[config.mk]
export PLATFORM = sky130hd
export DESIGN_NAME = cclt_div
export DESIGN_NICKNAME = d
export VERILOG_FILES = /design/src/hdl/color_class_lookup_table_macros.svh /design/src/hdl/cclt_pkg.sv /design/src/hdl/cclt_div.sv
export SDC_FILE = /design/constraint.sdc
export NUM_CORES = 1
export LEC_CHECK = 0
export BUFFER_PORTS_ARGS = -buffer_cell sky130_fd_sc_hd__buf_2
export CORE_MARGIN = 2
export CORE_UTILIZATION = 50
export CTS_BUF_LIST = sky130_fd_sc_hd__clkbuf_2
export DETAILED_ROUTE_END_ITERATION = 10
export GPL_TIMING_DRIVEN = 0
export PLACE_DENSITY = 0.78
export SLEW_MARGIN = 20
export SYNTH_ARGS = -nofsm -noshare
export SYNTH_HDL_FRONTEND = slang
export SYNTH_SLANG_ARGS = --single-unit
[constraint.sdc]
create_clock -name clk -period 3.02 [get_ports clk]
set_input_delay 0.453 -clock clk [delete_from_list [all_inputs] [get_ports clk]]
set_output_delay 0.453 -clock clk [all_outputs]
set_load 0.005 [all_outputs]
[src/hdl/color_class_lookup_table_macros.svh]
// Assertion helpers for the color class table.
// Each use stands on a line of its own and carries its own label and message.
`ifndef COLOR_CLASS_LOOKUP_TABLE_MACROS_SVH
`define COLOR_CLASS_LOOKUP_TABLE_MACROS_SVH

// Consequent must hold in the same cycle as the antecedent.
`define CCLT_ASSERT_SAME(label, ante, cons, msg) \
    label: assert property (@(posedge clk) disable iff (!rst_n) (ante) |-> (cons)) \
        else $error(msg);

// Consequent must hold in the cycle after the antecedent.
`define CCLT_ASSERT_NEXT(label, ante, cons, msg) \
    label: assert property (@(posedge clk) disable iff (!rst_n) (ante) |=> (cons)) \
        else $error(msg);

`endif

[src/hdl/cclt_pkg.sv]
package cclt_pkg;

    // Field and register widths
    localparam int COORD_W   = 16;
    localparam int REG_W     = 17;
    localparam int CODE_W    = 8;
    localparam int NUM_W     = COORD_W + REG_W;
    localparam int DIV_STEPS = REG_W;
    localparam int DIV_CNT_W = $clog2(DIV_STEPS);
    localparam int ADDR_W    = 5;
    localparam int DATA_W    = 32;

    localparam int TABLE_ENTRIES_DEF = 65536;

    // Register reset values
    localparam logic [REG_W-1:0]  TABLE_WIDTH_RST     = REG_W'(256);
    localparam logic [REG_W-1:0]  TABLE_HEIGHT_RST    = REG_W'(256);
    localparam logic [REG_W-1:0]  TABLE_DEPTH_RST     = REG_W'(1);
    localparam logic [REG_W-1:0]  RANGE_RST           = REG_W'(256);
    localparam logic [CODE_W-1:0] OTHER_CODE_RST      = CODE_W'(0);
    localparam logic [CODE_W-1:0] BACKGROUND_CODE_RST = CODE_W'(1);

    // Register indexes (byte address / 4)
    localparam logic [2:0] REG_TABLE_WIDTH     = 3'd0;
    localparam logic [2:0] REG_TABLE_HEIGHT    = 3'd1;
    localparam logic [2:0] REG_TABLE_DEPTH     = 3'd2;
    localparam logic [2:0] REG_FIRST_RANGE     = 3'd3;
    localparam logic [2:0] REG_SECOND_RANGE    = 3'd4;
    localparam logic [2:0] REG_THIRD_RANGE     = 3'd5;
    localparam logic [2:0] REG_OTHER_CODE      = 3'd6;
    localparam logic [2:0] REG_BACKGROUND_CODE = 3'd7;

    // Operation codes
    localparam logic [1:0] FUNC_CLASSIFY = 2'd0;
    localparam logic [1:0] FUNC_SET      = 2'd1;
    localparam logic [1:0] FUNC_MERGE    = 2'd2;
    localparam logic [1:0] FUNC_CLEAR    = 2'd3;

    typedef struct packed {
        logic [1:0]         func;
        logic               scaled;
        logic [COORD_W-1:0] coord_first;
        logic [COORD_W-1:0] coord_second;
        logic [COORD_W-1:0] coord_third;
        logic [CODE_W-1:0]  class_in;
    } item_t;

    typedef struct packed {
        logic [CODE_W-1:0] class_out;
        logic              status;
    } result_t;

    typedef struct packed {
        logic load;
        logic step;
    } div_ctrl_t;

    typedef enum logic [3:0] {
        ST_SWEEP,
        ST_IDLE,
        ST_DIV,
        ST_MUL1,
        ST_SUM1,
        ST_MUL2,
        ST_SUM2,
        ST_READ,
        ST_MODIFY,
        ST_RESULT
    } state_t;

endpackage

[src/hdl/cclt_div.sv]
module cclt_div (
    input  logic                           clk,
    input  cclt_pkg::div_ctrl_t            ctrl,
    input  logic [cclt_pkg::NUM_W-1:0]     num,
    input  logic [cclt_pkg::REG_W-1:0]     den,
    output logic [cclt_pkg::REG_W-1:0]     quo
);

    localparam int W = cclt_pkg::REG_W;

    logic [W-1:0] rem_reg;
    logic [W-1:0] low_reg;
    logic [W-1:0] den_reg;
    logic [W-1:0] quo_reg;
    logic [W:0]   trial;
    logic [W:0]   diff;
    logic         fits;

    // Bring down one numerator bit and try the subtract
    assign trial = {rem_reg, low_reg[W-1]};
    assign diff  = trial - {1'b0, den_reg};
    assign fits  = trial >= {1'b0, den_reg};

    // Restoring division, one quotient bit per cycle; the quotient fits W bits when the coordinate is below its range
    always_ff @(posedge clk)
    begin
        if (ctrl.load)
        begin
            rem_reg <= W'(num[cclt_pkg::NUM_W-1:W]);
            low_reg <= num[W-1:0];
            den_reg <= den;
            quo_reg <= '0;
        end
        else if (ctrl.step)
        begin
            rem_reg <= fits ? diff[W-1:0] : trial[W-1:0];
            low_reg <= {low_reg[W-2:0], 1'b0};
            quo_reg <= {quo_reg[W-2:0], fits};
        end
    end

    assign quo = quo_reg;

endmodule
# Word-level counts from Yosys, hierarchy flattened
# Index checks and enable logic that the tools add are counted.
# W data, S select, Z words.
[word_totals]
register_bits = 68
input_bits = 53
output_inout_bits = 17
wordCells = 13
[classes]
addsub = 1
magnitude_cmp = 1
mux = 5
n_reduce_logical = 1
[op_table]
columns = ["operator", "n"]
rows = [
  ["$mux W17", 3],
  ["$mux W16", 2],
  ["$ge A18 B17 Y1", 1],
  ["$sub A17 B17 Y17", 1],
  ["$reduce_bool A2 Y1", 1],
]

# Longest topological paths before layout
[depth]
ltp_word = 4
depth_mapped = 11
ltp_nobuf = 10

# Worst setup path before layout
# OpenSTA, ideal clock, no wires.
[synth_path]
path_kind = "reg2reg"
start = "register low_reg[16]"
end = "register rem_reg[5], data pin"
arrival_ns = 2.219
path_slack_ns = 0.519
path_stages_with_launch = 12
n_path_buf = 1
period_less_slack_ns = 2.501
path_cell_list = "edfxtp_1 inv_1 ha_1 inv_1 fa_1 a211oi_1 nor2_1 o211a_4 o21ba_2 buf_6 nor2_8 o311ai_0"
[synth_via]
elab_chain_cells = 4
word_cells_on_any_way = 5
[synth_lines]
columns = ["element", "line_no", "text"]
rows = [
  ["start: declaration", "cclt_div.sv:12", "logic [W-1:0] low_reg;"],
  ["start signal: assignment", "cclt_div.sv:30", "low_reg <= num[W-1:0];"],
  ["start signal: assignment", "cclt_div.sv:37", "low_reg <= {low_reg[W-2:0], 1'b0};"],
  ["$sub A17 B17 Y17 / $ge A18 B17 Y1 (equally long branches)", "cclt_div.sv:21, cclt_div.sv:22", ""],
  ["$mux W17 *", "cclt_div.sv:36", "rem_reg <= fits ? diff[W-1:0] : trial[W-1:0];"],
  ["$mux W16 *", "cclt_div.sv:34", "else if (ctrl.step)"],
  ["$mux W16 *", "cclt_div.sv:27", "if (ctrl.load)"],
  ["end signal: assignment", "cclt_div.sv:29", "rem_reg <= W'(num[cclt_pkg::NUM_W-1:W]);"],
  ["end signal: assignment", "cclt_div.sv:36", ""],
  ["end: declaration", "cclt_div.sv:11", "logic [W-1:0] rem_reg;"],
]
# Mark *: on every way between the ends. The rest lies on a longest branch, timed or not. The select of a mux whose other input is x is not followed.
# A chain may end at the register's enable or synchronous reset.

# Worst setup path in the final report
[layout_path]
start = "register rem_reg[14]"
end = "register rem_reg[6], data pin"
[layout_via]
elab_chain_cells = 4
[layout_lines]
columns = ["element", "line_no", "text"]
rows = [
  ["$ge A18 B17 Y1", "cclt_div.sv:22", "assign fits = trial >= {1'b0, den_reg};"],
  ["$mux W17", "cclt_div.sv:36", ""],
  ["$mux W16", "cclt_div.sv:34", ""],
  ["$mux W16", "cclt_div.sv:27", ""],
]
# Every way passes these cells. The select of a mux whose other input is x is not followed.

==> flow_summary.toml <==
[placement]
place.gp.congestion = 0.960
dp.final_hpwl_um = 6740
io_buffers = 69

[layout]
multiInputGateArea_um2 = 1840
nFillCells = 653
finish.utilization_pct = 59.0
nNetsFinal = 515
drive_above_1_share_pct = 26.5
diodes = 0
area_growth_pct = 15.8
regArea_um2 = 1860

[routing]
vias = 3245
drtIter0Drc = 268
wl_per_cell_um = 17.3
wl_um = 9550
ant_nets = 0
drtPass1Iterations = 5
viasPerCell = 5.89
post-route-drc-count = 0

[sta]
worst_slew_pin_slew_ns = 0.816
skew_ns = 0.0327
slew_viol_final = 0
setup_violations = 0
slew_headroom_pct = 45.6
min_period_over_period_pct = 93.9
rsz0062_at_grt = "false"
final_hold_viol_count = 0
finalSetupTns_ns = 0
max_freq_ghz = 0.353
fin_crit_ns = 2.84

[clocking]
tritoncts = "built"
holdBufCountCts = 0
cts_setup_buffers = 0
htreeDepth = 3
clk_latency_ns = 0.54
clock_sinks = 68
ctsResizeCount = 0
cts_made_buffers = 9
clk_path_buf_depth = 2
cts-root-buf = "clkbuf_2"
clk_pin_slew_ns = 0.22

[global_route]
antenna_found_initial = 0
grt_start_max_net_pins = 34
grt.total_usage_pct = 23.5
grt_pass1_vias = 3219
grt_pass1_wl_um = 15400
gr-total-overflow = 0

[synthesis]
yosysWarningCount = 0
ys_seq_elements = 68
yosysMostFrequentCell = "edfxtp_1"
synth_area_leaders = "edfxtp_1, dfxtp_1, ha_1"
async_flop_share_pct = 0
avgSynthCellArea_um2 = 10.7
synth_ff_type = "edfxtp_1"
synthCells = 364
syn_area_um2 = 3900
synth_area_leader_cell = "edfxtp_1"
ys_seq_area_share_pct = 47.8
synth_cell_type_count = 61
ys_top_cells_by_count = "edfxtp_1, nor2_1, inv_1"
synth_fp_nets = 435
synth_edf_count = 50
synth_top_area_share_pct = 38.5

[power]
peakVddDrop_v = 0.000463
power_leakage_nw = 1.96
powerDensity_nw_per_um2 = 738

[die]
die_area_um2 = 8510
coreArea_um2 = 7650
boundaryPins = 70
initial_core_util_pct = 50.9
row_count = 32
die_w_um = 92.3
fp.dieH_um = 92.3

[critical_path]
required_ns = 3.42
crit_end = "rem_reg[6]$_DFFE_PP_"
crit_fanout = 10
rr_worst_depth = 7
rrSetupSlack_ns = 0.18
startpoint_type = "flip-flop"
rr_startpoint = "rem_reg[14]$_DFFE_PP_"
critical_path_class = "flip-flop to flip-flop"
cp.arrival_ns = 3.23
endpoint_kind = "flip-flop"
r2r-end = "rem_reg[6]$_DFFE_PP_"
startpoint = "rem_reg[14]$_DFFE_PP_"

[job]
maxCapViolations = 0

[run_status]
status = "complete, no violations"

[min_path]
hp-class = "input pin to flip-flop"
[final cells by class]
class	instances	share of cell area (%)
Sequential cell	68	41.3
Multi-Input combinational cell	254	40.8
Timing Repair Buffer	69	7.66
Tap cell	102	2.83
Buffer	21	2.52
Clock inverter	7	2.14
Inverter	21	1.75
Clock buffer	9	0.999
[kinds of logic after synthesis]
logic type / Yosys count / share of synthesized area [%]
flops: 68 / 47.8
fa+ha+maj: 18 / 5.97
buf+inv: 42 / 4.95
compound gates: 95 / 17.4
simple gates: 100 / 13.0
mux: 36 / 9.79
xor+xnor: 5 / 1.12
[through the flow]
stage / hold WS (ns) / instances / instance area, µm² / worst slack (ns) / power (mW)
after global routing: 0.0411 / 551 / 4510 / 0.0223 / 3.52
after detailed placement: 0.488 / 535 / 4370 / 0.153 / 2.65
after CTS: 0.0489 / 551 / 4510 / 0.184 / 3.30
after floorplan: 0.472 / 364 / 3900 / 0.519 / 2.30
final: 0.0645 / 551 / 4510 / 0.185 / 3.33
after global placement: 0.473 / 535 / 4370 / 0.226 / 2.60
[where the power goes]
part           internal, mW  total (mW)  switching [mW]
clock network         0.281       0.651           0.370
registers              1.17        1.24          0.0751
logic                 0.578        1.44           0.858
total                  2.02        3.33            1.30
[worst min path at each step]
stage                              from                  endpoint  slack (ns)  cells after the start
2_1_floorplan  rem_reg[16]$_SDFFE_PP0P_  rem_reg[16]$_SDFFE_PP0P_        0.47                      2
3_3_place_gp       quo[16]$_SDFFE_PP0P_      quo[16]$_SDFFE_PP0P_        0.47                      2
3_5_place_dp       quo[16]$_SDFFE_PP0P_      quo[16]$_SDFFE_PP0P_        0.49                      2
4_1_cts                          den[6]      den_reg[6]$_DFFE_PP_        0.05                      1
5_1_grt                          den[2]      den_reg[2]$_DFFE_PP_        0.04                      1
6_report                         den[6]      den_reg[6]$_DFFE_PP_        0.06                      1
[routing by layer]
metal | wire, µm | GRT usage (%) | vias up
met3 | 625 | 4.68 | 18
met4 | 201 | 9.08 | 0
met2 | 4600 | 39.7 | 130
li1 | - | - | 1533
met1 | 4130 | 29.8 | 1564
met5 | 0 | 0 | -
[cells in the final DEF, fill, tap and decap left out, types with 3 or more instances in the layout]
cell type and n:
a31oi_1 8, nand2_1 20, a211oi_1 7, nand3_1 10, buf_6 3, o211ai_1 7
nand4_1 6, nor3_1 6, clkbuf_1 9, nand2b_1 4, buf_1 3, ha_1 17
a41oi_1 3, nor2_1 33, dfxtp_1 18, a21oi_1 17, buf_2 71, and2_1 4
edfxtp_1 50, inv_1 21, xor2_1 3, o21ai_0 15, o31ai_1 3, a211o_1 4
o31a_1 3, mux2i_1 19, clkbuf_2 11, and3_1 3, mux2_2 17, a21o_1 7
[critical path, stage by stage (launching register included)]
cell and delay [ns]:
edfxtp_1 0.46, ha_1 0.41, a21o_1 0.21, a211o_1 0.34, a21oi_2 0.37, clkbuf_1 0.54
nand3_1 0.18, o211ai_1 0.21
Note: power is estimated with default switching activity, not from simulation.
